[src/hdl/cfir_pkg.sv]
`default_nettype none

package cfir_pkg;

    // Build defaults for the top-level parameters.
    localparam int DEF_MAX_TAPS     = 1024;
    localparam int DEF_SAMPLE_WIDTH = 16;
    localparam int DEF_COEFF_WIDTH  = 16;

    // Fixed field widths of the stream items and the register.
    localparam int COEFF_INDEX_WIDTH = 10;
    localparam int TAP_FIELD_WIDTH   = 11;
    localparam int RESET_TAPS        = 64;

    // Configuration port geometry.
    localparam int APB_ADDR_WIDTH = 3;
    localparam int APB_DATA_WIDTH = 32;

    // Register indexes, taken from paddr above the byte offset.
    localparam logic REG_TAP_COUNT = 1'b0;

    // Item kinds carried in s_tuser.
    typedef enum logic
    {
        OP_FILTER = 1'b0,
        OP_LOAD   = 1'b1
    } opcode_t;

    // Commands from the sequencer to the shared MAC unit.
    typedef struct packed
    {
        logic clear;    // start a new sum
        logic tap_vld;  // read data of one tap is present this cycle
        logic zero;     // that tap lies past the filled part of the delay line
        logic round;    // add the rounding bias to the finished sum
    } mac_ctl_t;

endpackage

`default_nettype wire

[src/hdl/cfir_mac.sv]
`default_nettype none

module cfir_mac #(
    parameter int MAX_TAPS     = cfir_pkg::DEF_MAX_TAPS,
    parameter int SAMPLE_WIDTH = cfir_pkg::DEF_SAMPLE_WIDTH,
    parameter int COEFF_WIDTH  = cfir_pkg::DEF_COEFF_WIDTH
) (
    input  wire logic                     clk,
    input  wire logic                     rst_n,
    input  wire cfir_pkg::mac_ctl_t       ctl,
    input  wire logic [SAMPLE_WIDTH-1:0]  rd_i,
    input  wire logic [SAMPLE_WIDTH-1:0]  rd_q,
    input  wire logic [COEFF_WIDTH-1:0]   rd_c,
    output logic      [SAMPLE_WIDTH-1:0]  res_i,
    output logic      [SAMPLE_WIDTH-1:0]  res_q
);

    localparam int PW    = SAMPLE_WIDTH + COEFF_WIDTH;
    localparam int FULLW = PW + $clog2(MAX_TAPS);
    localparam int ACC_W = (FULLW > 64) ? 64 : FULLW;
    localparam logic signed [ACC_W-1:0] ROUND_BIAS =
        {{(ACC_W-1){1'b0}}, 1'b1} << (COEFF_WIDTH - 2);
    localparam logic signed [ACC_W-1:0] SAT_MAX =
        {{(ACC_W-SAMPLE_WIDTH+1){1'b0}}, {(SAMPLE_WIDTH-1){1'b1}}};
    localparam logic signed [ACC_W-1:0] SAT_MIN = ~SAT_MAX;

    logic signed [SAMPLE_WIDTH-1:0] x_i;
    logic signed [SAMPLE_WIDTH-1:0] x_q;
    logic signed [COEFF_WIDTH-1:0]  c;
    logic signed [PW-1:0]           prod_i;
    logic signed [PW-1:0]           prod_q;
    logic signed [PW-1:0]           prod_i_reg;
    logic signed [PW-1:0]           prod_q_reg;
    logic                           prod_vld_reg;
    logic signed [ACC_W-1:0]        acc_i_reg;
    logic signed [ACC_W-1:0]        acc_q_reg;
    logic signed [ACC_W-1:0]        rnd_i_reg;
    logic signed [ACC_W-1:0]        rnd_q_reg;

    // Shift right by the coefficient fraction bits and clamp to the sample range.
    function automatic logic [SAMPLE_WIDTH-1:0] shift_sat(input logic signed [ACC_W-1:0] v);
        logic signed [ACC_W-1:0] sh;
        sh = v >>> (COEFF_WIDTH - 1);
        if (sh > SAT_MAX)
        begin
            return SAT_MAX[SAMPLE_WIDTH-1:0];
        end
        else if (sh < SAT_MIN)
        begin
            return SAT_MIN[SAMPLE_WIDTH-1:0];
        end
        return sh[SAMPLE_WIDTH-1:0];
    endfunction

    assign x_i = ctl.zero ? '0 : $signed(rd_i);
    assign x_q = ctl.zero ? '0 : $signed(rd_q);
    assign c   = $signed(rd_c);

    // Multiplier stage: one tap of each channel per cycle.
    assign prod_i = x_i * c;
    assign prod_q = x_q * c;

    always_ff @(posedge clk)
    begin
        prod_i_reg <= prod_i;
        prod_q_reg <= prod_q;
    end

    always_ff @(posedge clk or negedge rst_n)
    begin
        if (!rst_n)
        begin
            prod_vld_reg <= 1'b0;
        end
        else
        begin
            prod_vld_reg <= ctl.tap_vld;
        end
    end

    // Accumulator stage, then the rounding add once the sum is complete.
    always_ff @(posedge clk)
    begin
        if (ctl.clear)
        begin
            acc_i_reg <= '0;
            acc_q_reg <= '0;
        end
        else if (prod_vld_reg)
        begin
            acc_i_reg <= acc_i_reg + ACC_W'(prod_i_reg);
            acc_q_reg <= acc_q_reg + ACC_W'(prod_q_reg);
        end
        if (ctl.round)
        begin
            rnd_i_reg <= acc_i_reg + ROUND_BIAS;
            rnd_q_reg <= acc_q_reg + ROUND_BIAS;
        end
    end

    assign res_i = shift_sat(rnd_i_reg);
    assign res_q = shift_sat(rnd_q_reg);

endmodule

`default_nettype wire

[config.mk]
export PLATFORM = sky130hd
export DESIGN_NAME = cfir_mac
export DESIGN_NICKNAME = d
export VERILOG_FILES = /design/src/hdl/cfir_pkg.sv /design/src/hdl/cfir_mac.sv
export SDC_FILE = /design/constraint.sdc
export NUM_CORES = 2
export LEC_CHECK = 0
export ABC_AREA = 1
export ABC_CLOCK_PERIOD_IN_PS = 3800
export BUFFER_PORTS_ARGS = -buffer_cell sky130_fd_sc_hd__buf_2
export CORE_MARGIN = 2
export CORE_UTILIZATION = 40
export DETAILED_ROUTE_END_ITERATION = 16
export PLACE_DENSITY_LB_ADDON = 0.3
export SLEW_MARGIN = 20
export SYNTH_ARGS = -nofsm -noshare
export SYNTH_HDL_FRONTEND = slang
export SYNTH_SLANG_ARGS = --single-unit
[constraint.sdc]
create_clock -name clk -period 3.8 [get_ports clk]
set_input_delay 0.38 -clock clk [delete_from_list [all_inputs] [get_ports clk]]
set_output_delay 0.38 -clock clk [all_outputs]
set_load 0.03 [all_outputs]
== After elaboration in Yosys (flattened, before gate mapping) ==
Cells that the tools add are included.

* Register bits: 233
* Input bits: 54
* Output and inout bits: 32
* Logic and storage cells: 29

* Add/subtract/negate cells: 4
* Multipliers: 2
* Magnitude comparators: 4
* Mux-type cells: 12

{| class="wikitable"
|+ Operators by type and width
! kind !! count
|-
| $mux W16 || 8
|-
| $add A42 B16 Y42 const B || 2
|-
| $add A42 B32 Y42 || 2
|-
| $mul A16 B16 Y32 || 2
|-
| $gt A27 B16 Y1 const B || 2
|-
| $lt A27 B16 Y1 const B || 2
|-
| $mux W1 || 4
|}

== Longest topological paths before layout ==
* Depth after elaboration: 4
* Mapped depth: 29
* Gate-level depth less buffers: 27

== Least setup slack after synthesis ==
No wires, ideal clock.

* Kind: input to register
* Start: in ctl[1] (netlist name)
* End: reg prod_i_reg[28]
* Setup time: 0.121 ns
* Data arrival time: 5.821 ns
* Required time: 3.679 ns
* Setup slack: -2.141 ns
* Stages on the path: 22
* Buffers on the path: 2
* Path through: inv_1 clkbuf_1 nand2_1 clkbuf_1 nor2_1 inv_1 fa_1 inv_1 fa_1 fa_1 fa_1 fa_1 inv_1 fa_1 inv_1 ha_1 a21oi_1 o21ai_0 a221oi_1 o211ai_1 nand2_1 nand2_1

* Longest elaborated chain between the ends: 2

{| class="wikitable"
|+ RTL lines
! element !! line !! RTL
|-
| from (decl) || cfir_mac.sv:10 || <nowiki>input wire cfir_pkg::mac_ctl_t ctl,</nowiki>
|-
| $mux W16 || cfir_mac.sv:55 || <nowiki>assign x_i = ctl.zero ? '0 : $signed(rd_i);</nowiki>
|-
| $mul A16 B16 Y32 || cfir_mac.sv:60 || <nowiki>assign prod_i = x_i * c;</nowiki>
|-
| via prod_i[28] || cfir_mac.sv:30 || <nowiki>logic signed [PW-1:0] prod_i;</nowiki>
|-
| to (signal assigned) || cfir_mac.sv:65 || <nowiki>prod_i_reg <= prod_i;</nowiki>
|-
| to (decl) || cfir_mac.sv:32 || <nowiki>logic signed [PW-1:0] prod_i_reg;</nowiki>
|}

The timed path passes the listed nets, and every way through them passes these cells.
A chain may end at the register's enable or synchronous reset.

== Worst setup path in the final report ==
* Start: in ctl[1] (netlist name)
* End: reg prod_q_reg[25]

* Longest elaborated chain between the ends: 2

{| class="wikitable"
|+ RTL lines
! element !! line !! RTL
|-
| $mux W16 || cfir_mac.sv:56 || <nowiki>assign x_q = ctl.zero ? '0 : $signed(rd_q);</nowiki>
|-
| $mul A16 B16 Y32 || cfir_mac.sv:61 || <nowiki>assign prod_q = x_q * c;</nowiki>
|-
| via prod_q[25] || cfir_mac.sv:31 || <nowiki>logic signed [PW-1:0] prod_q;</nowiki>
|-
| to (signal assigned) || cfir_mac.sv:66 || <nowiki>prod_q_reg <= prod_q;</nowiki>
|-
| to (decl) || cfir_mac.sv:33 || <nowiki>logic signed [PW-1:0] prod_q_reg;</nowiki>
|}

The timed path passes the listed nets, and every way through them passes these cells.

==> qor.txt <==
SYNTH
--------------------------------------------------------------------------------------
Net count of the mapped netlist .........................................         5386
Top-area cell type share of the netlist area ............................        31.2%
Library cell occupying the most area in the post-synthesis netlist ......         fa_1
Fraction of the yosys area taken by sequential cells ....................        13.7%
Ys async rst share ......................................................       0.493%
Post-synthesis area per instance ........................................     7.41 um2
YS warnings .............................................................            0
Synthesized instance count ..............................................         4558
Netlist area before placement ...........................................    33800 um2
Most instantiated cells after synthesis ................................. 1032 x inv_1, 1011 x nand2_1, 602 x nor2_1, 526 x fa_1, 248 x ha_1
Number of storage elements in the synthesis netlist .....................          203
Number of enable-type register cells in the synthesized netlist .........           54
Dominant cells by area after synthesis .................................. fa_1 31%, inv_1 11%, nand2_1 11%
Most common flop cell mapped by yosys ...................................      dfxtp_1
Count of cell types in the netlist ......................................           47
Most frequently used cell type in the post-synthesis netlist ............        inv_1

FLOORPLANNING
--------------------------------------------------------------------------------------
Die outline area ........................................................    86700 um2
Std-Cell Rows ...........................................................          106
Die width ...............................................................       295 um
IO Count ................................................................           86
Standard cell core area .................................................    83600 um2
Initial standard-cell utilization of the core ...........................        40.4%
Vertical die dimension ..................................................       295 um

LAYOUT
--------------------------------------------------------------------------------------
Final std cells w/o fill ................................................         6199
Number of nets in the final layout ......................................         5927
Number of fill cells in the layout ......................................         8052
Synthesis-to-finish area growth .........................................        29.7%
Share of layout cells above drive strength 1 ............................        24.9%

CTS
--------------------------------------------------------------------------------------
Maximum root-to-sink buffer count .......................................            3
Skew-Pair Late Insertion Delay ..........................................      0.55 ns
Clock-pin transition on the worst setup and hold timing paths ...........      0.06 ns
CTS tree ................................................................          yes
CTS H-tree lvls .........................................................            1
Num Clock Sinks .........................................................          203
CTS root buf ............................................................    clkbuf_16
Clock buffers created by TritonCTS ......................................           24

GLOBAL ROUTE
--------------------------------------------------------------------------------------
Wire length of the first global-routing pass ............................       169 mm
Number of global-route vias before repair ...............................        31438
Antenna violations before repair ........................................            2
Pin count of the biggest net entering global routing ....................           94
All-Layer GR Usage ......................................................        24.8%
Grt total ovfl ..........................................................            0

STA
--------------------------------------------------------------------------------------
RSZ-0062 raised after global routing ....................................          yes
Time the final worst path needs with I/O delays and setup ...............      5.24 ns
Setup Skew ..............................................................    0.0213 ns
Timing-limited maximum frequency ........................................    0.191 GHz
Setup Total Neg Slack ...................................................    -58.05 ns
Setup violation total in the final timing report ........................           51
Normalized max-slew margin ..............................................        24.0%
Transition time of the tightest slew-check pin ..........................      1.14 ns
Setup WS post-layout ....................................................     -1.44 ns
Period Utilization, post-route ..........................................         138%
Final hold violations ...................................................            0
Final number of max-transition violations ...............................            0

DRT
--------------------------------------------------------------------------------------
1st-iter DRT viols ......................................................         1766
Average vias per placed instance ........................................         4.88
Total via count after detailed routing ..................................        30224
DRC .....................................................................            0
DR pass1 iterations .....................................................            6
Overall routed net length ...............................................       106 mm
Final antenna-violating net count .......................................            0
Wire per inst ...........................................................      17.0 um

PLACED DESIGN
--------------------------------------------------------------------------------------
HPWL Detailed ...........................................................      88.5 mm
PortBufs ................................................................           85
Placed Instances ........................................................         6063
Weighted congestion reported at the end of routability-driven placement .        0.962

SETUP PATH
--------------------------------------------------------------------------------------
Crit path kind ..........................................................       in2reg
Crit path capture type ..................................................         flop
Startpoint class of the critical path ...................................   input port
Data required time of the worst path ....................................      4.23 ns
Worst-path fanout max ...................................................            8
Critical Path AT ........................................................      5.67 ns

MIN PATH
--------------------------------------------------------------------------------------
Path class of the lowest-slack min-delay path ...........................     in2async

RUN
--------------------------------------------------------------------------------------
# Max-Cap Violations ....................................................            0

STATUS
--------------------------------------------------------------------------------------
Failing checks .......................................................... negative setup slack
Result of the run ....................................................... finished, violations left

## cell type report
type	instances	area (um2)	area share [%]
multi-input cells	3206	27700	63.3
repair buffers	605	5100	11.7
flip-flops and latches	203	4610	10.5
inverters	1058	4160	9.49
well taps	1080	1350	3.09
clock buffers	31	701	1.60
clock inverters	13	144	0.329
repair inverters	1	5.00	0.0114
diodes	2	5.00	0.0114
## layout by cell type (no fill, tap or decap), types with 10 or more instances in the layout
cell       netlist  final
inv_1         1032    909
nand2_1       1011    897
nor2_1         602    503
fa_1           526    481
buf_4            0    403
ha_1           248    187
dfxtp_1        148    148
a21oi_1        203    147
nand3_1        129    118
inv_2            8    111
xor2_1         119    111
buf_2            0     82
o21ai_0        109     80
buf_6            0     79
nand2_2          4     57
nor2_2           5     56
nand4_1         56     56
nor2_4           6     54
ha_4             0     54
edfxtp_1        54     54
nand2_4          0     47
fa_2             0     45
a21oi_2          0     35
buf_12           0     34
o21ai_1         17     30
xnor2_1         36     28
clkbuf_16        0     27
nor3_1          31     24
a21oi_4          0     21
o21bai_1        22     21
nand3_2          8     17
nand2_8          0     14
inv_4            0     12
o21ai_2          1     12
a21o_1          10     10
## repair_timing
action	CTS	global route
hold buffers	2	0
endpoints found under the hold margin	2	0
endpoints found under the setup margin	52	52
resized for setup	378	346
pin swaps	164	266
buffers inserted	52	47
gates cloned	0	1
## layer usage
layer | part of all wire [%] | global-route usage, %
met1 | 46 | 33.9
met2 | 47 | 41.7
met3 | 4.2 | 2.03
met4 | 3.2 | 7.28
met5 | 0 | 0
## path summary, 6_finish.rpt
| kind | startpoint | endpoint | slack (ns) | depth (start not counted) |
|---|---|---|---|---|
| setup / recovery | ctl[1] | prod_q_reg[25] | -1.44 | 26 |
| hold / removal | rst_n | prod_vld_reg | 0.16 | 2 |
| setup reg to reg | acc_q_reg[0] | acc_q_reg[30] | 0.97 | 13 |
| hold reg to reg | acc_i_reg[0] | acc_i_reg[0] | 0.47 | 2 |
| max in group asynchronous | rst_n | prod_vld_reg | 3.54 | 2 |
| min in group clk | rd_q[0] | prod_q_reg[0] | 0.37 | 4 |
## cells by family after synthesis
| group | count (synthesis) | share of synthesized area, % |
|---|---|---|
| buf+inv | 1149 | 12.8 |
| flops | 203 | 13.7 |
| xor+xnor | 155 | 4.02 |
| simple gates | 1879 | 22.7 |
| compound gates | 398 | 6.49 |
| fa+ha+maj | 774 | 40.4 |
## worst max-delay path, cell delays in order
cell     delay [ns]
buf_12         0.11
inv_16         0.05
buf_8          0.11
buf_12         0.17
buf_12         0.14
nand2_8        0.05
inv_6          0.06
buf_12         0.11
nor2_4         0.03
fa_2           0.60
fa_2           0.44
fa_1           0.52
fa_2           0.47
fa_1           0.53
inv_2          0.04
fa_1           0.51
inv_2          0.05
ha_4           0.31
nand2_4        0.06
nor2_4         0.09
inv_2          0.05
nor3_4         0.15
nand4_1        0.17
nand3_2        0.13
a21oi_2        0.07
xnor2_2        0.23
## stage by stage
stage	hold slack, ns	instance area (um2)	utilization [%]	setup WS [ns]
CTS	0.115	42300	50.7	-1.41
detailed placement	0.156	39500	47.3	-2.50
finish	0.163	43800	52.4	-1.44
floorplan	0.0844	34700	-	-1.54
global route	0.158	43800	52.4	-1.62
global placement	0.155	39500	47.3	-2.50
Power is left out: the tool's default activity adds up to more than one toggle a clock period on the data nets, which glitch-free logic cannot reach.
