$ cat config.mk
export PLATFORM = sky130hd
export DESIGN_NAME = cfir_ctrl
export DESIGN_NICKNAME = d
export VERILOG_FILES = /design/src/hdl/cfir_pkg.sv /design/src/hdl/cfir_ctrl.sv
export SDC_FILE = /design/constraint.sdc
export NUM_CORES = 1
export LEC_CHECK = 0
export BUFFER_PORTS_ARGS = -buffer_cell sky130_fd_sc_hd__buf_2
export CORE_ASPECT_RATIO = 0.75
export CORE_MARGIN = 3
export CORE_UTILIZATION = 29
export CTS_CLUSTER_SIZE = 30
export DETAILED_ROUTE_END_ITERATION = 10
export SYNTH_ARGS = -nofsm -noshare
export SYNTH_HDL_FRONTEND = slang
export SYNTH_SLANG_ARGS = --single-unit
$ cat constraint.sdc
create_clock -name clk -period 4.6 [get_ports clk]
set_input_delay 0.92 -clock clk [delete_from_list [all_inputs] [get_ports clk]]
set_output_delay 0.92 -clock clk [all_outputs]
set_load 0.01 [all_outputs]
$ cat src/hdl/cfir_pkg.sv
`default_nettype none

package cfir_pkg;

    // Build defaults for the top-level parameters.
    localparam int DEF_MAX_TAPS     = 1024;
    localparam int DEF_SAMPLE_WIDTH = 16;
    localparam int DEF_COEFF_WIDTH  = 16;

    // Fixed field widths of the stream items and the register.
    localparam int COEFF_INDEX_WIDTH = 10;
    localparam int TAP_FIELD_WIDTH   = 11;
    localparam int RESET_TAPS        = 64;

    // Configuration port geometry.
    localparam int APB_ADDR_WIDTH = 3;
    localparam int APB_DATA_WIDTH = 32;

    // Register indexes, taken from paddr above the byte offset.
    localparam logic REG_TAP_COUNT = 1'b0;

    // Item kinds carried in s_tuser.
    typedef enum logic
    {
        OP_FILTER = 1'b0,
        OP_LOAD   = 1'b1
    } opcode_t;

    // Commands from the sequencer to the shared MAC unit.
    typedef struct packed
    {
        logic clear;    // start a new sum
        logic tap_vld;  // read data of one tap is present this cycle
        logic zero;     // that tap lies past the filled part of the delay line
        logic round;    // add the rounding bias to the finished sum
    } mac_ctl_t;

endpackage

`default_nettype wire

$ cat src/hdl/cfir_ctrl.sv
`default_nettype none

module cfir_ctrl #(
    parameter int MAX_TAPS     = cfir_pkg::DEF_MAX_TAPS,
    parameter int SAMPLE_WIDTH = cfir_pkg::DEF_SAMPLE_WIDTH,
    parameter int COEFF_WIDTH  = cfir_pkg::DEF_COEFF_WIDTH
) (
    input  wire logic                                   clk,
    input  wire logic                                   rst_n,
    // Input items
    input  wire logic                                   s_tvalid,
    output logic                                        s_tready,
    input  wire cfir_pkg::opcode_t                      opcode,
    input  wire logic [SAMPLE_WIDTH-1:0]                sample_i,
    input  wire logic [SAMPLE_WIDTH-1:0]                sample_q,
    input  wire logic [cfir_pkg::COEFF_INDEX_WIDTH-1:0] coeff_index,
    input  wire logic [COEFF_WIDTH-1:0]                 coeff_value,
    // Configuration
    input  wire logic [$clog2(MAX_TAPS+1)-1:0]          tap_count,
    input  wire logic                                   taps_changed,
    // Storage
    output logic                                        dl_we,
    output logic      [$clog2(MAX_TAPS)-1:0]            dl_waddr,
    output logic      [SAMPLE_WIDTH-1:0]                dl_wdata_i,
    output logic      [SAMPLE_WIDTH-1:0]                dl_wdata_q,
    output logic                                        cf_we,
    output logic      [$clog2(MAX_TAPS)-1:0]            cf_waddr,
    output logic      [COEFF_WIDTH-1:0]                 cf_wdata,
    output logic                                        rd_en,
    output logic      [$clog2(MAX_TAPS)-1:0]            dl_raddr,
    output logic      [$clog2(MAX_TAPS)-1:0]            cf_raddr,
    // MAC unit
    output cfir_pkg::mac_ctl_t                          mac_ctl,
    input  wire logic [SAMPLE_WIDTH-1:0]                res_i,
    input  wire logic [SAMPLE_WIDTH-1:0]                res_q,
    // Result items
    output logic                                        m_tvalid,
    input  wire logic                                   m_tready,
    output logic      [((2*SAMPLE_WIDTH+7)/8)*8-1:0]    m_tdata
);

    localparam int AW    = $clog2(MAX_TAPS);
    localparam int TCW   = $clog2(MAX_TAPS + 1);
    localparam int OUT_W = ((2 * SAMPLE_WIDTH + 7) / 8) * 8;

    typedef enum logic [4:0]
    {
        S_IDLE  = 5'b00001,
        S_RUN   = 5'b00010,
        S_DRAIN = 5'b00100,
        S_ROUND = 5'b01000,
        S_DONE  = 5'b10000
    } state_t;

    state_t            state_reg;
    state_t            state_next;
    logic [AW-1:0]     newest_reg;
    logic [AW-1:0]     newest_next;
    logic [TCW-1:0]    fill_reg;
    logic [TCW-1:0]    fill_next;
    logic [AW-1:0]     k_reg;
    logic [AW-1:0]     k_next;
    logic [AW-1:0]     pos_reg;
    logic [AW-1:0]     pos_next;
    logic              drain_reg;
    logic              drain_next;
    logic              tap_vld_reg;
    logic              zero_reg;
    logic              out_vld_reg;
    logic              out_vld_next;
    logic [OUT_W-1:0]  out_data_reg;
    logic [OUT_W-1:0]  out_data_next;

    logic              accept;
    logic              sample_acc;
    logic              load_acc;
    logic [TCW-1:0]    newest_base;
    logic [AW-1:0]     newest_new;
    logic [TCW-1:0]    pos_inc;
    logic              last_tap;
    logic              tap_zero;

    assign s_tready   = (state_reg == S_IDLE);
    assign accept     = s_tvalid && s_tready;
    assign sample_acc = accept && (opcode == cfir_pkg::OP_FILTER);
    assign load_acc   = accept && (opcode == cfir_pkg::OP_LOAD);

    // Step the newest slot back by one around a ring of tap_count entries.
    assign newest_base = (TCW'(newest_reg) >= tap_count) ? '0 : TCW'(newest_reg);
    assign newest_new  = (newest_base == '0) ? AW'(tap_count - TCW'(1))
                                             : AW'(newest_base - TCW'(1));

    // Tap walk: slot advances with wrap, k counts taps from the newest sample.
    assign pos_inc  = TCW'(pos_reg) + TCW'(1);
    assign last_tap = (TCW'(k_reg) == (tap_count - TCW'(1)));
    assign tap_zero = (TCW'(k_reg) >= fill_reg);

    // Storage writes happen at acceptance; reads run through the walk.
    assign dl_we      = sample_acc;
    assign dl_waddr   = newest_new;
    assign dl_wdata_i = sample_i;
    assign dl_wdata_q = sample_q;
    assign cf_we      = load_acc && (32'(coeff_index) < 32'(MAX_TAPS));
    assign cf_waddr   = AW'(coeff_index);
    assign cf_wdata   = coeff_value;
    assign rd_en      = (state_reg == S_RUN);
    assign dl_raddr   = pos_reg;
    assign cf_raddr   = k_reg;

    assign mac_ctl.clear   = sample_acc;
    assign mac_ctl.tap_vld = tap_vld_reg;
    assign mac_ctl.zero    = zero_reg;
    assign mac_ctl.round   = (state_reg == S_ROUND);

    // Sequencer.
    always_comb
    begin
        state_next    = state_reg;
        newest_next   = newest_reg;
        fill_next     = fill_reg;
        k_next        = k_reg;
        pos_next      = pos_reg;
        drain_next    = drain_reg;
        out_vld_next  = out_vld_reg;
        out_data_next = out_data_reg;

        if (m_tvalid && m_tready)
        begin
            out_vld_next = 1'b0;
        end

        unique case (state_reg)
            S_IDLE:
            begin
                if (sample_acc)
                begin
                    newest_next = newest_new;
                    pos_next    = newest_new;
                    k_next      = '0;
                    if (fill_reg < tap_count)
                    begin
                        fill_next = fill_reg + TCW'(1);
                    end
                    state_next  = S_RUN;
                end
            end
            S_RUN:
            begin
                k_next   = k_reg + AW'(1);
                pos_next = (pos_inc == tap_count) ? '0 : AW'(pos_inc);
                if (last_tap)
                begin
                    drain_next = 1'b0;
                    state_next = S_DRAIN;
                end
            end
            S_DRAIN:
            begin
                drain_next = 1'b1;
                if (drain_reg)
                begin
                    state_next = S_ROUND;
                end
            end
            S_ROUND:
            begin
                state_next = S_DONE;
            end
            S_DONE:
            begin
                if (!out_vld_reg || m_tready)
                begin
                    out_vld_next  = 1'b1;
                    out_data_next = OUT_W'({res_q, res_i});
                    state_next    = S_IDLE;
                end
            end
            default:
            begin
                state_next = S_IDLE;
            end
        endcase

        // A new tap count empties both delay lines.
        if (taps_changed)
        begin
            newest_next = '0;
            fill_next   = '0;
        end
    end

    always_ff @(posedge clk or negedge rst_n)
    begin
        if (!rst_n)
        begin
            state_reg   <= S_IDLE;
            newest_reg  <= '0;
            fill_reg    <= '0;
            k_reg       <= '0;
            pos_reg     <= '0;
            drain_reg   <= 1'b0;
            tap_vld_reg <= 1'b0;
            zero_reg    <= 1'b0;
            out_vld_reg <= 1'b0;
        end
        else
        begin
            state_reg   <= state_next;
            newest_reg  <= newest_next;
            fill_reg    <= fill_next;
            k_reg       <= k_next;
            pos_reg     <= pos_next;
            drain_reg   <= drain_next;
            tap_vld_reg <= rd_en;
            zero_reg    <= tap_zero;
            out_vld_reg <= out_vld_next;
        end
    end

    // Output register parts the result from the next item's work.
    always_ff @(posedge clk)
    begin
        out_data_reg <= out_data_next;
    end

    assign m_tvalid = out_vld_reg;
    assign m_tdata  = out_data_reg;

endmodule

`default_nettype wire

Yosys cells after proc, flatten, opt, wreduce, memory -nomap -nowiden

Cells that the tools add are included.

Flip-flop bits (word level): 82
Input bits: 107
Output and inout bits: 129
Word-level logic and storage cells: 71

Add/sub/neg operators: 5
$lt $le $gt $ge: 3
Equal/unequal tests: 11
Multiplexer cells: 23
Bitwise logic cells: 1
Reductions and logical operators: 18

Operators by type and width:

| kind                                                | number |
|---|---|
| two-way mux 10 bit                                  | 7 |
| two-way mux 11 bit                                  | 4 |
| case mux 10 bit (2 select lines)                    | 2 |
| case mux 5 bit (5 select lines)                     | 1 |
| greater-or-equal comparator 10 x 11 -> 1 bit        | 2 |
| two-way mux 5 bit                                   | 4 |
| adder 10 x 1 -> 11 bit, second input constant       | 1 |
| adder 11 x 1 -> 11 bit, second input constant       | 1 |
| equality test 10 x 11 -> 1 bit                      | 1 |
| equality test 11 bit                                | 1 |
| logical NOT 11 bit                                  | 1 |
| < comparator 11 bit                                 | 1 |
| subtractor 11 x 1 -> 11 bit, second input constant  | 1 |
| adder 10 x 1 -> 10 bit, second input constant       | 1 |
| nonzero test 2 bit                                  | 5 |
| subtractor 10 x 1 -> 10 bit, second input constant  | 1 |
| AND reduction 2 bit                                 | 4 |
| equality test 5 x 1 -> 1 bit, second input constant | 1 |
| equality test 5 x 2 -> 1 bit, second input constant | 1 |
| equality test 5 x 3 -> 1 bit, second input constant | 1 |
| equality test 5 x 4 -> 1 bit, second input constant | 1 |
| equality test 5 bit, second input constant          | 1 |
| logical AND 1 bit                                   | 4 |
| two-way mux 1 bit                                   | 4 |
| other kinds (8)                                     | 10 |

Logic depth before layout (Yosys ltp)

Word-level depth: 7
Mapped depth: 15
Mapped depth without buffers: 13

Worst setup path before layout

No wires, ideal clock.

Path type: input to output
From: input tap_count[8]
To: output dl_waddr[4]
Arrival: 3.368 ns
Data required time: 3.680 ns
Slack: 0.312 ns
Stages on the path: 13
Cells stage by stage: inv_1 -> ha_1 -> a21o_1 -> a21oi_1 -> o2111ai_1 -> o21ai_2 -> clkbuf_1 -> nand2_1 -> ha_1 -> a21boi_4 -> buf_6 -> o31a_1 -> inv_1

Longest elaborated chain between the ends: 4
Elaborated cells on any way between the ends: 5
Classes of those cells: add/sub: 1; order compare: 1; mux: 2; reduce/logical: 1

Ends and longest elaborated chain:

| what                                                              | RTL line                         | source |
|---|---|---|
| start: declaration                                                | cfir_ctrl.sv:19                  | `input wire logic [$clog2(MAX_TAPS+1)-1:0] tap_count,` |
| greater-or-equal comparator 10 x 11 -> 1 bit *                    | cfir_ctrl.sv:89                  | `assign newest_base = (TCW'(newest_reg) >= tap_count) ? '0 : TCW'(newest_reg);` |
| two-way mux 10 bit *                                              | cfir_ctrl.sv:89                  |  |
| subtractor 10 x 1 -> 10 bit or logical NOT 11 bit (tied branches) | cfir_ctrl.sv:91, cfir_ctrl.sv:90 |  |
| two-way mux 10 bit *                                              | cfir_ctrl.sv:90                  | `assign newest_new = (newest_base == '0) ? AW'(tap_count - TCW'(1))` |
| end: declaration                                                  | cfir_ctrl.sv:23                  | `output logic [$clog2(MAX_TAPS)-1:0] dl_waddr,` |

Every way passes the cells marked *; elsewhere a longest branch is shown, timed or not.

Worst setup path in the final report

Ends and elaborated chain as after synthesis.

==> results.md <==
* Die height at 125 microns
* Last weighted congestion value of the routability-driven placer at 0.953
* Peak ir drop on the vdd network at 0.000194 V
* Endpoint of the lowest-slack register-to-register path: dl_raddr[6]
* Post-synthesis xor/xnor area fraction at 6.88%
* Ys async rst share at 61.0%
* Final setup fails at 0
* Die Area at 0.0206 sq mm
* Total Nets Final at 777
* Unrepaired setup endpoints after global routing: false
* Vias/cell at 5.02
* Clock net sink count at 82
* Top flip-flop cell by instance count after synthesis: sky130_fd_sc_hd__dfrtp_1
* Hold Path Origin: drain_reg
* Wirelength per Cell at 17.7 microns
* Cell count of the worst hold path at 1
* Count of nets left with antenna violations after detail routing at 0
* Leakage at 0.00275 uW
* Drc violations at 0
* Maximum clock insertion buffer count at 2
* Library cell used as clock root buffer: sky130_fd_sc_hd__clkbuf_16
* Top cell type by total area after synthesis: sky130_fd_sc_hd__dfrtp_1
* Final min period at 4.34 ns
* Mapped Nets at 722
* Number of register bits inferred by synthesis at 82
* Clock Skews at 0.00775 ns
* Adder-cell share of the synthesized area at 8.23%
* Via count of the first global-routing pass at 4038
* Dominant cells by area after synthesis: sky130_fd_sc_hd__dfrtp_1, sky130_fd_sc_hd__edfxtp_1, sky130_fd_sc_hd__buf_4
* Max incr delay on CP at 0.39 ns
* Clock tree from TritonCTS: built
* Synthesized-area fraction occupied by ao, oa, aoi and oai cells at 13.1%
* Antenna violations before repair at 0
* Critical Path Fanout Max at 14
* Cells traversed along the worst timing path: buf_2 -> inv_1 -> ha_1 -> a21o_1 -> a21oi_1 -> o2111ai_1 -> o21ai_2 -> nand2_1 -> ha_1 -> a21boi_4 -> o31a_1 -> inv_1 -> buf_2
* Hold buffer count at cts at 0
* Number of cell instances on the worst register-to-register path at 11
* Final period util at 94.4%
* Area of the multi-input gates at 0.00257 sq mm
* Number of enable-type register cells in the synthesized netlist at 32
* Clock insertion delay at the later pin of the skew report at 0.36 ns
* Remaining Overflow, GRT at 0
* Worst flop-to-flop path startpoint: newest_reg[8]
* Post-synth top area share at 22.4%
* Worst max-slew margin expressed relative to the limit at 52.2%
* IO Port Bufs at 119
* Max-capacitance violation count at 0
* Gr usage total at 14.9%
* Most common library cell in the layout ignoring fill and taps: sky130_fd_sc_hd__buf_2
* Slowest library cell on the worst path: sky130_fd_sc_hd__o31a_1
* Total Power at 3070 uW
* Yosys cell types at 68
* Power density over the cells at 498 mW/mm^2
* Pre-antenna DRT Iters at 5
* Hold violation count in the final report at 0
* Warnings, synthesis at 0
* Clock transition at the register clock pins on the worst setup and hold paths after CTS at 0.07 ns
* Max frequency at 230 MHz
* Number of setup buffers added after CTS at 0
* Worst path arrival time at 3.42 ns
* Path type of the worst setup path: in -> out
* Core Footprint at 0.0181 sq mm
* Minimum setup slack among reg-to-reg paths at 1.53 ns
* Final-layout setup total negative slack at 0 ns
* Count of routing violations after the opening detailed-route iteration at 494
* Fillers at 1909
* Slew Limit Fails at 0
* Worst slew pin tran at 0.717 ns
* Average size of a mapped cell at 9.45 sq um
* Number of inserted diodes at 0
* Pin count of the biggest net entering global routing at 51
* Largest family of logic cells by synthesized area: simple AND/OR/NAND/NOR gates
* Highest-count cells in the layout ignoring fill and taps: sky130_fd_sc_hd__buf_2, sky130_fd_sc_hd__nand2_1, sky130_fd_sc_hd__dfrtp_1
* Startpoint kind of the worst setup timing path: input pin
* Chip width at 165 microns
* Share of synthesized area occupied by flip-flops and latches at 40.4%
* Number of flip-flops in the largest register at 32
* Growth of design area from synthesis to finish at 12.7%
* Simple-gate share of the synthesized area at 17.8%
* Number of placement rows at 42
* Result of the run: completed
* Number of buffers created by CTS at 9
* Initial core utilization at 30.3%
* Aggregate routed wire length at 15.6 mm
* Post-synthesis mux area share at 0.937%
* Kind of end point of the critical path: output pin
* Number of H-tree branching levels at 3
* Worst path required time at 3.68 ns
* Synthesized instance count at 579
* Layout cells sized above 1 at 25.0%
* Wire length of the first global-routing pass at 23.7 mm
* DP Wirelength at 12.0 mm
* Number of cells upsized or downsized after cts at 0
* Top-Level Pins at 236
* Utilization after layout at 34.1%
* Hold/Removal Path Class: reg -> reg
* DR vias at 4420
* Post-Synthesis Cell Area at 0.00547 sq mm
* Register Area at 0.00221 sq mm
* Hold Crit Endpoint: state_reg[2]
[logic make-up after synthesis]
logic type / count (synthesis)
buffers and inverters: 114
muxes: 5
and+or+nand+nor: 189
adders and majority gates: 36
AOI/OAI and AO/OA: 110
DFF: 82
xor gates and xnor gates: 43
[per-layer routing]
metal | track usage, % | vias up | wire, microns
li1 | - | 2112 | -
met1 | 23.9 | 2077 | 7690
met2 | 19.5 | 218 | 6030
met3 | 4.17 | 13 | 1750
met4 | 3.21 | 0 | 127
met5 | 0 | - | 0
[worst max path at each step]
stage                 start     endpoint  cells after the start  slack, ns
4_1_cts        tap_count[8]  dl_waddr[4]                     13       0.29
2_1_floorplan  tap_count[8]  dl_waddr[4]                     13       0.31
5_1_grt        tap_count[8]  dl_waddr[4]                     13       0.12
3_3_place_gp   tap_count[8]  dl_waddr[4]                     13       0.33
3_5_place_dp   tap_count[8]  dl_waddr[4]                     13       0.29
6_report       tap_count[8]  dl_waddr[4]                     13       0.26
[worst max-delay path: cells and delay by family]
kind	cells	cell delay, ns
AO/OA/AOI/OAI	6	1.32
buffers and inverters	4	0.47
adder cells (fa/ha/maj)	2	0.58
AND/OR/NAND/NOR	1	0.12
[through the flow]
stage | instance area (sq um) | std cells | hold WS [ns] | worst slack [ns]
global route | 6170 | 881 | 0.518 | 0.124
detailed placement | 5870 | 865 | 0.492 | 0.290
global placement | 5870 | 865 | 0.470 | 0.332
finish | 6170 | 881 | 0.488 | 0.256
CTS | 6170 | 881 | 0.487 | 0.293
floorplan | 5470 | 579 | 0.449 | 0.312
[cell usage after synthesis, types with 14 or more instances]
master / instances
sky130_fd_sc_hd__a21oi_1: 27
sky130_fd_sc_hd__buf_4: 62
sky130_fd_sc_hd__dfrtp_1: 49
sky130_fd_sc_hd__edfxtp_1: 32
sky130_fd_sc_hd__ha_1: 36
sky130_fd_sc_hd__inv_1: 29
sky130_fd_sc_hd__nand2_1: 59
sky130_fd_sc_hd__nand3_1: 22
sky130_fd_sc_hd__nand4_1: 14
sky130_fd_sc_hd__nor2_1: 28
sky130_fd_sc_hd__o21ai_0: 31
sky130_fd_sc_hd__xnor2_1: 28
sky130_fd_sc_hd__xor2_1: 15
[area by class of cell]
| class | count | share of cell area, % |
|---|---|---|
| Inverter | 30 | 1.83 |
| Tap cell | 242 | 4.91 |
| Clock inverter | 7 | 1.24 |
| Multi-Input combinational cell | 383 | 41.7 |
| Clock buffer | 9 | 3.65 |
| Sequential cell | 82 | 35.9 |
| Timing Repair Buffer | 128 | 10.8 |
[power breakdown]
part | total, uW | internal (uW) | leakage, uW | switching (uW)
combinational | 1300 | 542 | 0.00164 | 754
sequential | 1040 | 850 | 0.000955 | 191
clock | 737 | 387 | 0.000149 | 350
total | 3070 | 1780 | 0.00275 | 1300
Power figures use the tool's default switching activity.
