$ cat config.mk
export PLATFORM = sky130hd
export DESIGN_NAME = cfir_regs
export DESIGN_NICKNAME = d
export VERILOG_FILES = /design/src/hdl/cfir_pkg.sv /design/src/hdl/cfir_regs.sv
export SDC_FILE = /design/constraint.sdc
export NUM_CORES = 1
export LEC_CHECK = 0
export ABC_AREA = 1
export ABC_CLOCK_PERIOD_IN_PS = 2000
export BUFFER_PORTS_ARGS = -buffer_cell sky130_fd_sc_hd__buf_2
export CORE_ASPECT_RATIO = 0.7
export CORE_MARGIN = 3
export CORE_UTILIZATION = 39
export CTS_CLUSTER_DIAMETER = 40
export DETAILED_ROUTE_END_ITERATION = 6
export PLACE_DENSITY_LB_ADDON = 0.25
export RECOVER_POWER = 25
export SYNTH_ARGS = -nofsm -noshare
export SYNTH_HDL_FRONTEND = slang
export SYNTH_SLANG_ARGS = --single-unit
$ cat constraint.sdc
create_clock -name clk -period 2 [get_ports clk]
set_input_delay 0.4 -clock clk [delete_from_list [all_inputs] [get_ports clk]]
set_output_delay 0.4 -clock clk [all_outputs]
set_load 0.05 [all_outputs]
$ cat src/hdl/cfir_pkg.sv
`default_nettype none

package cfir_pkg;

    // Build defaults for the top-level parameters.
    localparam int DEF_MAX_TAPS     = 1024;
    localparam int DEF_SAMPLE_WIDTH = 16;
    localparam int DEF_COEFF_WIDTH  = 16;

    // Fixed field widths of the stream items and the register.
    localparam int COEFF_INDEX_WIDTH = 10;
    localparam int TAP_FIELD_WIDTH   = 11;
    localparam int RESET_TAPS        = 64;

    // Configuration port geometry.
    localparam int APB_ADDR_WIDTH = 3;
    localparam int APB_DATA_WIDTH = 32;

    // Register indexes, taken from paddr above the byte offset.
    localparam logic REG_TAP_COUNT = 1'b0;

    // Item kinds carried in s_tuser.
    typedef enum logic
    {
        OP_FILTER = 1'b0,
        OP_LOAD   = 1'b1
    } opcode_t;

    // Commands from the sequencer to the shared MAC unit.
    typedef struct packed
    {
        logic clear;    // start a new sum
        logic tap_vld;  // read data of one tap is present this cycle
        logic zero;     // that tap lies past the filled part of the delay line
        logic round;    // add the rounding bias to the finished sum
    } mac_ctl_t;

endpackage

`default_nettype wire

$ cat src/hdl/cfir_regs.sv
`default_nettype none

module cfir_regs #(
    parameter int MAX_TAPS = cfir_pkg::DEF_MAX_TAPS
) (
    input  wire logic                                clk,
    input  wire logic                                rst_n,
    input  wire logic                                psel,
    input  wire logic                                penable,
    input  wire logic                                pwrite,
    input  wire logic [cfir_pkg::APB_ADDR_WIDTH-1:0] paddr,
    input  wire logic [cfir_pkg::APB_DATA_WIDTH-1:0] pwdata,
    output logic      [cfir_pkg::APB_DATA_WIDTH-1:0] prdata,
    output logic                                     pready,
    output logic      [$clog2(MAX_TAPS+1)-1:0]       tap_count,
    output logic                                     taps_changed
);

    localparam int TCW = $clog2(MAX_TAPS + 1);
    localparam int RESET_LIMITED =
        (cfir_pkg::RESET_TAPS > MAX_TAPS) ? MAX_TAPS : cfir_pkg::RESET_TAPS;

    logic [TCW-1:0]                            tap_count_reg;
    logic [TCW-1:0]                            tap_count_next;
    logic [cfir_pkg::TAP_FIELD_WIDTH-1:0]      wr_field;
    logic [TCW-1:0]                            wr_limited;
    logic                                      wr_en;
    logic                                      sel_tap_count;

    assign pready        = 1'b1;
    assign sel_tap_count = (paddr[cfir_pkg::APB_ADDR_WIDTH-1] == cfir_pkg::REG_TAP_COUNT);
    assign wr_en         = psel && penable && pwrite && pready && sel_tap_count;
    assign wr_field      = pwdata[cfir_pkg::TAP_FIELD_WIDTH-1:0];

    // Saturate the written tap count into the range 1 to MAX_TAPS.
    always_comb
    begin
        if (wr_field == '0)
        begin
            wr_limited = TCW'(1);
        end
        else if (32'(wr_field) > 32'(MAX_TAPS))
        begin
            wr_limited = TCW'(MAX_TAPS);
        end
        else
        begin
            wr_limited = TCW'(wr_field);
        end
    end

    // A write that changes the value in use restarts the delay lines.
    always_comb
    begin
        tap_count_next = tap_count_reg;
        taps_changed   = 1'b0;
        if (wr_en && (wr_limited != tap_count_reg))
        begin
            tap_count_next = wr_limited;
            taps_changed   = 1'b1;
        end
    end

    always_ff @(posedge clk or negedge rst_n)
    begin
        if (!rst_n)
        begin
            tap_count_reg <= TCW'(RESET_LIMITED);
        end
        else
        begin
            tap_count_reg <= tap_count_next;
        end
    end

    assign tap_count = tap_count_reg;
    assign prdata    = sel_tap_count ? cfir_pkg::APB_DATA_WIDTH'(tap_count_reg) : '0;

endmodule

`default_nettype wire

==> After elaboration in Yosys (flattened, before gate mapping) <==
Index checks and enable logic that the tools add are counted.
{ "totals": {"regBits": 11, "out_inout_bits": 45, "elab_cells": 13} }
{ "op_classes": {"magnitude_cmp": 1, "n_eq_ne": 1, "mux": 4, "bitwise": 1, "reduce_logical": 5} }
{ "ops": {"columns": ["cell", "n"], "rows": [
  ["2-to-1 mux 11 bit", 3],
  ["greater-than comparator 11 bit (second input constant)", 1],
  ["zero test 11 bit", 1],
  ["!= test 11 bit", 1],
  ["logical AND 1 bit", 4],
  ["2-to-1 mux 1 bit", 1],
  ["inverter 1 bit", 1]
]} }

==> Longest topological paths before layout <==
Gate-level depths: netlist of the first run.
{ "logic_depth": {"ltp_word": 6, "depth_mapped": 15, "depth_no_buf": 14} }

==> Worst setup path before layout of the first run <==
Ideal clock, no wire load.
{ "synth_timing": {"path_kind": "input port to output port", "from": "in pwdata[4] (netlist bit)", "to": "out taps_changed", "arrival_time_ps": 1653, "slack_ps": -53, "path_stages": 13, "path_cell_list": "nor2_1 nand3_1 o21ai_2 buf_6 nand2_1 nand2_1 nand2_1 nand3_1 nor2_1 nand2_1 nand2_2 buf_6 inv_2"} }
{ "synth_between": {"elab_chain_cells": 6} }
{ "synth_lines": {"columns": ["item", "line_no", "source"], "rows": [
  ["start: declaration", "cfir_regs.sv:12", "input wire logic [cfir_pkg::APB_DATA_WIDTH-1:0] pwdata,"],
  ["greater-than comparator 11 bit", "cfir_regs.sv:42", "else if (32'(wr_field) > 32'(MAX_TAPS))"],
  ["2-to-1 mux 11 bit", "cfir_regs.sv:42", null],
  ["2-to-1 mux 11 bit (*)", "cfir_regs.sv:38", "if (wr_field == '0)"],
  ["!= test 11 bit (*)", "cfir_regs.sv:57", "if (wr_en && (wr_limited != tap_count_reg))"],
  ["logical AND 1 bit (*)", "cfir_regs.sv:57", null],
  ["2-to-1 mux 1 bit (*)", "cfir_regs.sv:57", null],
  ["end: declaration", "cfir_regs.sv:16", "output logic taps_changed"]
]} }
Mark *: on every way between the ends. The rest lies on a longest branch, timed or not.

==> Worst setup path after layout of the first run <==
{ "layout_timing": {"from": "in pwdata[2] (netlist bit)", "to": "out taps_changed"} }
Same word-level chain as after synthesis.

==> summary.md, run 1 <==
The run finished, with violations left. The checks that failed: negative setup slack. The tool flagged a number of max-cap violations equal to 0.

Routability congestion estimate from global placement: 0.8700. The run gives 0 as the overflow left after global routing. The number of clock buffers added by TritonCTS is 3. The total half-perimeter wirelength after legalization and detailed placement came out at 2127 um. The startpoint identified for the worst register-to-register timing path is tap_count[6]. The depth of the most critical reg-to-reg path works out to 9. The pre-antenna-repair detailed-routing pass consisted of 4 iterations. The region available for standard cell placement spans 2330 um2.

The run gives 1,040 as the number of global-route vias before repair. The clock reaches the later pin of the worst-skew pair after 0.24 ns. The logs give 0.2676 for the sequential-to-total area share from yosys stat and 21 for the number of distinct library cell variants in the gate-level netlist after synthesis. The growth of design area from synthesis to finish works out to 47.82%.

The worst-case IR drop observed on VDD is 466.2 uV. The shortest clock period the worst path allows after layout was 2.172 ns; the number of sinks driven by the clock tree was 11. In the routed layout, each cell is associated on average with a via count of 4.419. Setup repair after global routing could not meet its margin everywhere. The die width was 67.53 um.

Clock-pin slew was measured on the worst setup and hold paths at 0.05 ns. The overall track demand over capacity in global routing came out at 0.1961. The number of antenna diodes in the final layout is 0.

The most used flip-flop cell after synthesis is sky130_fd_sc_hd__dfrtp_1. The floorplan has 14 rows. On the final layout, the worst hold slack is 0.1664 ns. Dividing total power by cell area gives a power density of 738.0 nW/um2.

In the routed design, unresolved DRC markers number 0. The period utilization was 1.086; the final hold violation count was 0. The first global-routing pass estimated 4871 um of wire. The register with the most flip-flops in the layout has 11 of them. The logs give 1.60 ns for the required arrival time at the worst endpoint and 13 for the maximum number of pins on one net before global-route repair.

The proportion of register bits with asynchronous set or reset after synthesis came out at 1.000. TritonCTS built the clock tree. The routed layout has 1,140 vias. The count of state elements after synthesis was 11; the detailed-route wire length per cell was 11.67 um.

After synthesis the cells add up to 1033 um2. Between clock sinks in the finished design, the worst skew comes to 0.0006427 ns. The post-layout worst setup margin is -0.1723 ns. Counting flops with a built-in enable in the synthesized netlist gives 0. The worst hold path belongs to the class in2async. For this block, the initial DRC count from the detailed router was 45. For this run, the number of Yosys warnings is 0. In this run the static leakage power is 0.9141 nW. The critical path is of the in2out type. The tools report the aggregate routed wire length as 3011 um.

Die footprint: 3313 um2. The number of H-tree branching levels is 1, and the final antenna-violating net count is 0. The transition time at the pin with the least slew margin is 0.6708 ns.

The count of pins over their slew limit is 0. The initial standard-cell utilization of the core was 0.4436. Dividing the synthesized area by the synthesized cell count gives 6.115 um2. Synthesis produced 169 cells.

The run gives 1.77 ns as the worst endpoint data arrival time. The final layout contains 267 nets. Setup slack on the worst reg-to-reg path comes out at 0.44 ns.

The layout cell share with drive strength beyond 1 is 0.3894, and the final-report setup violation count is 1. Prior to clock tree synthesis, the placed netlist has a worst setup slack of -0.2906 ns. The clock passes through at most 2 buffers. Derived from the worst setup path, the maximum achievable clock frequency is 460.4 MHz. The number of antenna violations at the first check in global routing was 0; the remaining max-slew budget at the tightest pin was 0.5528. Port buffer count: 39. The worst register-to-register path ends at tap_count[0]. The I/O pin count was 85. The tree is rooted in a sky130_fd_sc_hd__clkbuf_8. The critical-path maximum fanout is 5. The tools report the endpoint type of the worst setup path as a primary output.

The worst setup path is launched from an input pin. The vertical die dimension came out at 49.07 um.
critical path, stage by stage:
cell	delay, ns
sky130_fd_sc_hd__buf_4	0.13
sky130_fd_sc_hd__nor2_4	0.09
sky130_fd_sc_hd__nand3_2	0.10
sky130_fd_sc_hd__o21ai_4	0.19
sky130_fd_sc_hd__buf_6	0.16
sky130_fd_sc_hd__nand3_2	0.06
sky130_fd_sc_hd__nand2_1	0.06
sky130_fd_sc_hd__nand3b_1	0.07
sky130_fd_sc_hd__nor2_1	0.14
sky130_fd_sc_hd__nand2_2	0.09
sky130_fd_sc_hd__nand2_4	0.10
sky130_fd_sc_hd__inv_4	0.04
sky130_fd_sc_hd__buf_8	0.14
layout by cell type (no fill, tap or decap), types with 3 or more instances in the layout:
cell type / n
sky130_fd_sc_hd__nand2_1: 40
sky130_fd_sc_hd__nand2_2: 8
sky130_fd_sc_hd__buf_6: 12
sky130_fd_sc_hd__clkbuf_8: 3
sky130_fd_sc_hd__nor2_1: 19
sky130_fd_sc_hd__buf_2: 28
sky130_fd_sc_hd__conb_1: 22
sky130_fd_sc_hd__inv_1: 25
sky130_fd_sc_hd__nand3_2: 9
sky130_fd_sc_hd__buf_4: 18
sky130_fd_sc_hd__nand3_1: 12
sky130_fd_sc_hd__nor2_4: 3
sky130_fd_sc_hd__dfrtp_1: 10
cell families after synthesis:
| logic type | synth area share |
|---|---|
| DFF | 0.2676 |
| muxes | 0.009686 |
| AOI/OAI and AO/OA | 0.008476 |
| buffers and inverters | 0.2942 |
| and+or+nand+nor | 0.3874 |
| other | 0.007267 |
| xor gates and xnor gates | 0.02543 |
repair_timing:
action                     CTS  global route
pin swaps                   10            14
hold buffers                 0             0
buffers inserted             7             1
setup endpoints to repair    1            11
resized for setup           27            21
cloned                       1             0
layer usage:
layer	wire length, um	part of all wire	up-vias	GRT usage
li1	-	-	576	-
met4	10	0.0033	0	0.04040
met2	1463	0.49	51	0.3263
met1	1257	0.42	511	0.2434
met5	0	0	-	0
met3	280	0.093	2	0.06452
synth_stat cells (all sizes together), types with 2 or more instances:
cell type	count	area (um2)
nor2	24	90.09
inv	26	97.59
buf	26	198.9
xor2	2	17.52
dfrtp	10	250.2
nand2	49	186.4
conb	2	7.510
nand3	21	105.1
report_power, final:
group	total, mW	switching (mW)	internal [mW]
clock	0.232	0.0910	0.141
combinational	0.597	0.446	0.151
sequential	0.299	0.0384	0.261
total	1.13	0.575	0.552
per-stage QoR:
| stage | utilization | instance area, um2 | instances | setup TNS [ns] | power, mW |
|---|---|---|---|---|---|
| after CTS | 0.6321 | 1473 | 261 | -0.7303 | 1.114 |
| after detailed placement | 0.5424 | 1264 | 249 | -0.6479 | 0.8463 |
| after global placement | 0.5424 | 1264 | 249 | -0.2741 | 0.8395 |
| after global routing | 0.6557 | 1528 | 258 | -0.2721 | 1.201 |
| final | 0.6557 | 1528 | 258 | -0.1723 | 1.127 |
| after floorplan | - | 1111 | 189 | 0 | 0.7499 |
area by class of cell:
type	instances	area, um2
Timing Repair Buffer	60	429.2
Multi-Input combinational cell	124	633.1
Inverter	27	103.9
Clock buffer	4	45.04
Fill cell	211	802.0
Tap cell	32	40.04
Sequential cell	11	276.5
worst max path at each step:
stage	from	endpoint	slack [ns]	cells after the start
floorplan	pwdata[4]	taps_changed	0.004	13
global placement	pwdata[4]	taps_changed	-0.27	14
detailed placement	pwdata[0]	taps_changed	-0.29	13
CTS	pwdata[1]	taps_changed	-0.17	13
global route	pwdata[2]	taps_changed	-0.27	13
finish	pwdata[2]	taps_changed	-0.17	13
(Power assumes the default switching activity.)
==> run 2, diff against run 1 <==
Settings changed: ABC_CLOCK_PERIOD_IN_PS 2000 to 2500, CORE_UTILIZATION 39 to 42.
Clock period 2 ns to 2.5 ns, I/O delays scaled along.
==> summary.md, run 2 (same netlist as run 1, synthesis figures left out) <==
Port buffer count: 39. The number of flip-flops under the largest register name came out at 11. The commonest non-fill, non-tap cell in the layout is sky130_fd_sc_hd__nand2_1. The final-layout setup total negative slack was 0 ns. After clock tree synthesis, the clock-pin slew on the worst setup and hold paths is 0.08 ns.

Setup violations remaining at the end of the flow were counted as 0. The clock period could shrink to 2.401 ns. Summed over all layers, the routed wires come to 2680 um. The die covers 3101 um2.

For this run the aggregate overflow at the end of global routing stands at 0. TritonCTS built the clock tree. The start of the worst register-to-register path was tap_count[6]. The total half-perimeter wirelength after legalization and detailed placement was 2069 um. Among all stages on the critical path, the largest delay is contributed by sky130_fd_sc_hd__o21ai_4. In the final design database the tool counted 252 nets.

The library cells used most frequently in the layout, excluding fill and tap cells, are sky130_fd_sc_hd__nand2_1 (48), sky130_fd_sc_hd__buf_2 (37), sky130_fd_sc_hd__inv_1 (25). The period utilization came out at 0.9604. The flow ran to the end, and the final reports show no timing, DRC or antenna violations. The growth of design area from synthesis to finish is 22.28%.

In this run the count of I/O pins placed on the die edge is 85. The routed layout has 1,070 vias. STA classifies the critical path startpoint as an input pin. In this design, the stage delay of the slowest critical-path cell is 0.20 ns. The tools report the flip-flop and latch area as 276.5 um2. Before CTS, the worst setup slack after placement is -0.006177 ns. The slack of the worst reg-to-reg path was 0.96 ns.

Counting every sink on the clock net gives 11. The layout cell share with drive strength beyond 1 is 0.2607. The tools report the overall track demand over capacity in global routing as 0.1636.

0 antenna diodes ended up in the layout. At the pin with the least slew margin, the transition time is 0.6636 ns. In this run the remaining antenna-violating nets after routing total 0.

Dividing total power by cell area gives a power density of 633.0 nW/um2. Met2 usage: 0.2918. Clock tree synthesis selected as its root buffer the cell sky130_fd_sc_hd__clkbuf_4.

The number of filler instances in the final layout came out at 245. The number of H-tree branching levels is 1. The critical path goes through buf_2 > nor2_4 > nand3_2 > o21ai_4 > buf_4 > nand2_1 > nand2_1 > nand2_1 > nand3_1 > nor2_1 > nand2_1 > nand2_2 > inv_2 > buf_8. The critical path is of the in2out type. Clock latency on the worst-skew pair, taken at its later pin, is 0.27 ns. The tools report the count of non-filler cells in the finished layout as 243. Based on the critical path, the design can be clocked at up to 416.5 MHz. Number of global-route vias before repair: 879.

The logs give 4 for the number of iterations in the first detailed-routing pass and 0 for the count of max-cap constraint violations. The logs give 13 for the maximum number of pins on one net before global-route repair and 0.4609 for the initial standard-cell utilization of the core. In this run, the number of DRC markers left after iteration 0 of detailed routing was 73. The number of antenna violations at the first check in global routing was 0; the required arrival time at the worst endpoint was 2.00 ns. The count of pins over their slew limit is 0. The number of cells on the critical path is 14. After detailed placement, the design holds a cell count of 238.

The run gives 0.05869 as the routing usage on met3. The number of buffers and inverters on the critical path is 4. The timing endpoint of the critical path is taps_changed. The endpoint type of the worst setup path is a primary output. The logs give 3 for the number of buffers created by CTS and 0.5576 for the remaining max-slew budget at the tightest pin. In this run the critical register-to-register path is captured at tap_count[2]. Across the VDD grid, the largest voltage drop is 291.5 uV. Data arrives at the worst endpoint at 1.90 ns. Tracing the worst setup path back leads to its startpoint at pwdata[2].

Of all nets on the critical path, the largest fanout is 5. Measured along the x axis, the die boundary spans 65.29 um. The path class of the tightest hold or removal check is in2async. After global routing, the most crowded layer is met2.

In this run the standard cell core region covers 2242 um2. The first global-routing pass estimated 3836 um of wire. Among the stages of the critical path, the cell type that occurs most often is sky130_fd_sc_hd__nand2_1.

The combined area of the multi-input logic cells is 563.0 um2. The number of cells on the worst reg-to-reg path is 9. The tools report the post-cts hold buffer count as 0.

The buffer levels on the longest clock path was 2; the total setup buffers inserted after CTS was 0. The final clock skew is 0.005035 ns, and the routability congestion estimate from global placement is 0.8131. For the instance area at placement, the log shows 1179 um2.

The met1 capacity usage during global routing is 0.2031, and the vertical die dimension is 47.50 um. Summed over all cells, the static leakage comes to 0.8064 nW. The number of design rule violations left after detail routing is 0, and the final hold violation count is 0. The cell area after layout was 1264 um2. The tools report the post-layout worst setup margin as 0.09890 ns.

The cell type group with the largest total delay on the critical path was simple AND/OR/NAND/NOR gates. In the final routed layout, each cell accounts on average for 11.03 um. The initialized floorplan defines 14 standard-cell rows. Dividing the detail-routed via count by the number of cells gives 4.403.
[run 2: cell types whose count changed in the layout (fill, tap and decap cells not counted), moves of 2 or more]
cell	previous run	this run
sky130_fd_sc_hd__nand3_2	9	1
sky130_fd_sc_hd__buf_4	18	4
sky130_fd_sc_hd__buf_6	12	2
sky130_fd_sc_hd__nor2_1	19	21
sky130_fd_sc_hd__nand2_2	8	1
sky130_fd_sc_hd__nand3_1	12	20
sky130_fd_sc_hd__nand2_1	40	48
sky130_fd_sc_hd__nor2_2	2	0
sky130_fd_sc_hd__buf_2	28	37
sky130_fd_sc_hd__clkbuf_4	0	3
sky130_fd_sc_hd__clkbuf_8	3	0
[run 2: what timing repair did]
action | in CTS | in global routing
gates cloned | 0 | 1
pin swaps | 0 | 3
endpoints found under the setup margin | 1 | 1
resized for setup | 1 | 13
[run 2: worst min path at each step]
stage | depth (start not counted) | endpoint | startpoint
6_report | 1 | tap_count[10] | rst_n
3_3_place_gp | 1 | tap_count[0] | rst_n
5_1_grt | 1 | tap_count[10] | rst_n
4_1_cts | 1 | tap_count[10] | rst_n
3_5_place_dp | 1 | tap_count[1] | rst_n
2_1_floorplan | 0 | tap_count[0] | rst_n
[run 2: worst register-to-register path, cell delays in order (launching register included)]
cell                       delay [ns]
sky130_fd_sc_hd__dfstp_2         0.56
sky130_fd_sc_hd__xor2_1          0.17
sky130_fd_sc_hd__clkinv_1        0.08
sky130_fd_sc_hd__nand3_1         0.10
sky130_fd_sc_hd__nor2_1          0.06
sky130_fd_sc_hd__nand2_1         0.08
sky130_fd_sc_hd__nand2_2         0.08
sky130_fd_sc_hd__buf_4           0.19
sky130_fd_sc_hd__nand2_1         0.07
sky130_fd_sc_hd__nand2_1         0.05
[run 2: layout make-up]
cell class | count | share of cell area
clock buffers | 4 | 0.02079
inverters | 27 | 0.08020
multi-input cells | 124 | 0.4455
flip-flops and latches | 11 | 0.2188
well taps | 32 | 0.03168
repair buffers | 45 | 0.2030
[run 2: where the power goes]
group | internal [mW] | switching (mW) | total, mW | leakage, nW
registers | 0.208 | 0.0265 | 0.234 | 0.140
logic | 0.0927 | 0.343 | 0.435 | 0.651
clock network | 0.0618 | 0.0682 | 0.130 | 0.0150
[run 2: per-stage QoR]
stage	util	hold WS, ns	total power [mW]
global placement	0.5257	0.3927	0.6578
floorplan	-	0.2044	0.5996
finish	0.5636	0.2234	0.7999
global route	0.5636	0.2473	0.8476
CTS	0.5385	0.09263	0.7981
detailed placement	0.5257	0.3976	0.6646
[run 2: metal layers]
metal	wire length [um]	share of wire	up-vias
met5	0	0	-
met1	1129	0.42	479
met4	0	0	0
li1	-	-	542
met2	1309	0.49	49
met3	241	0.090	0
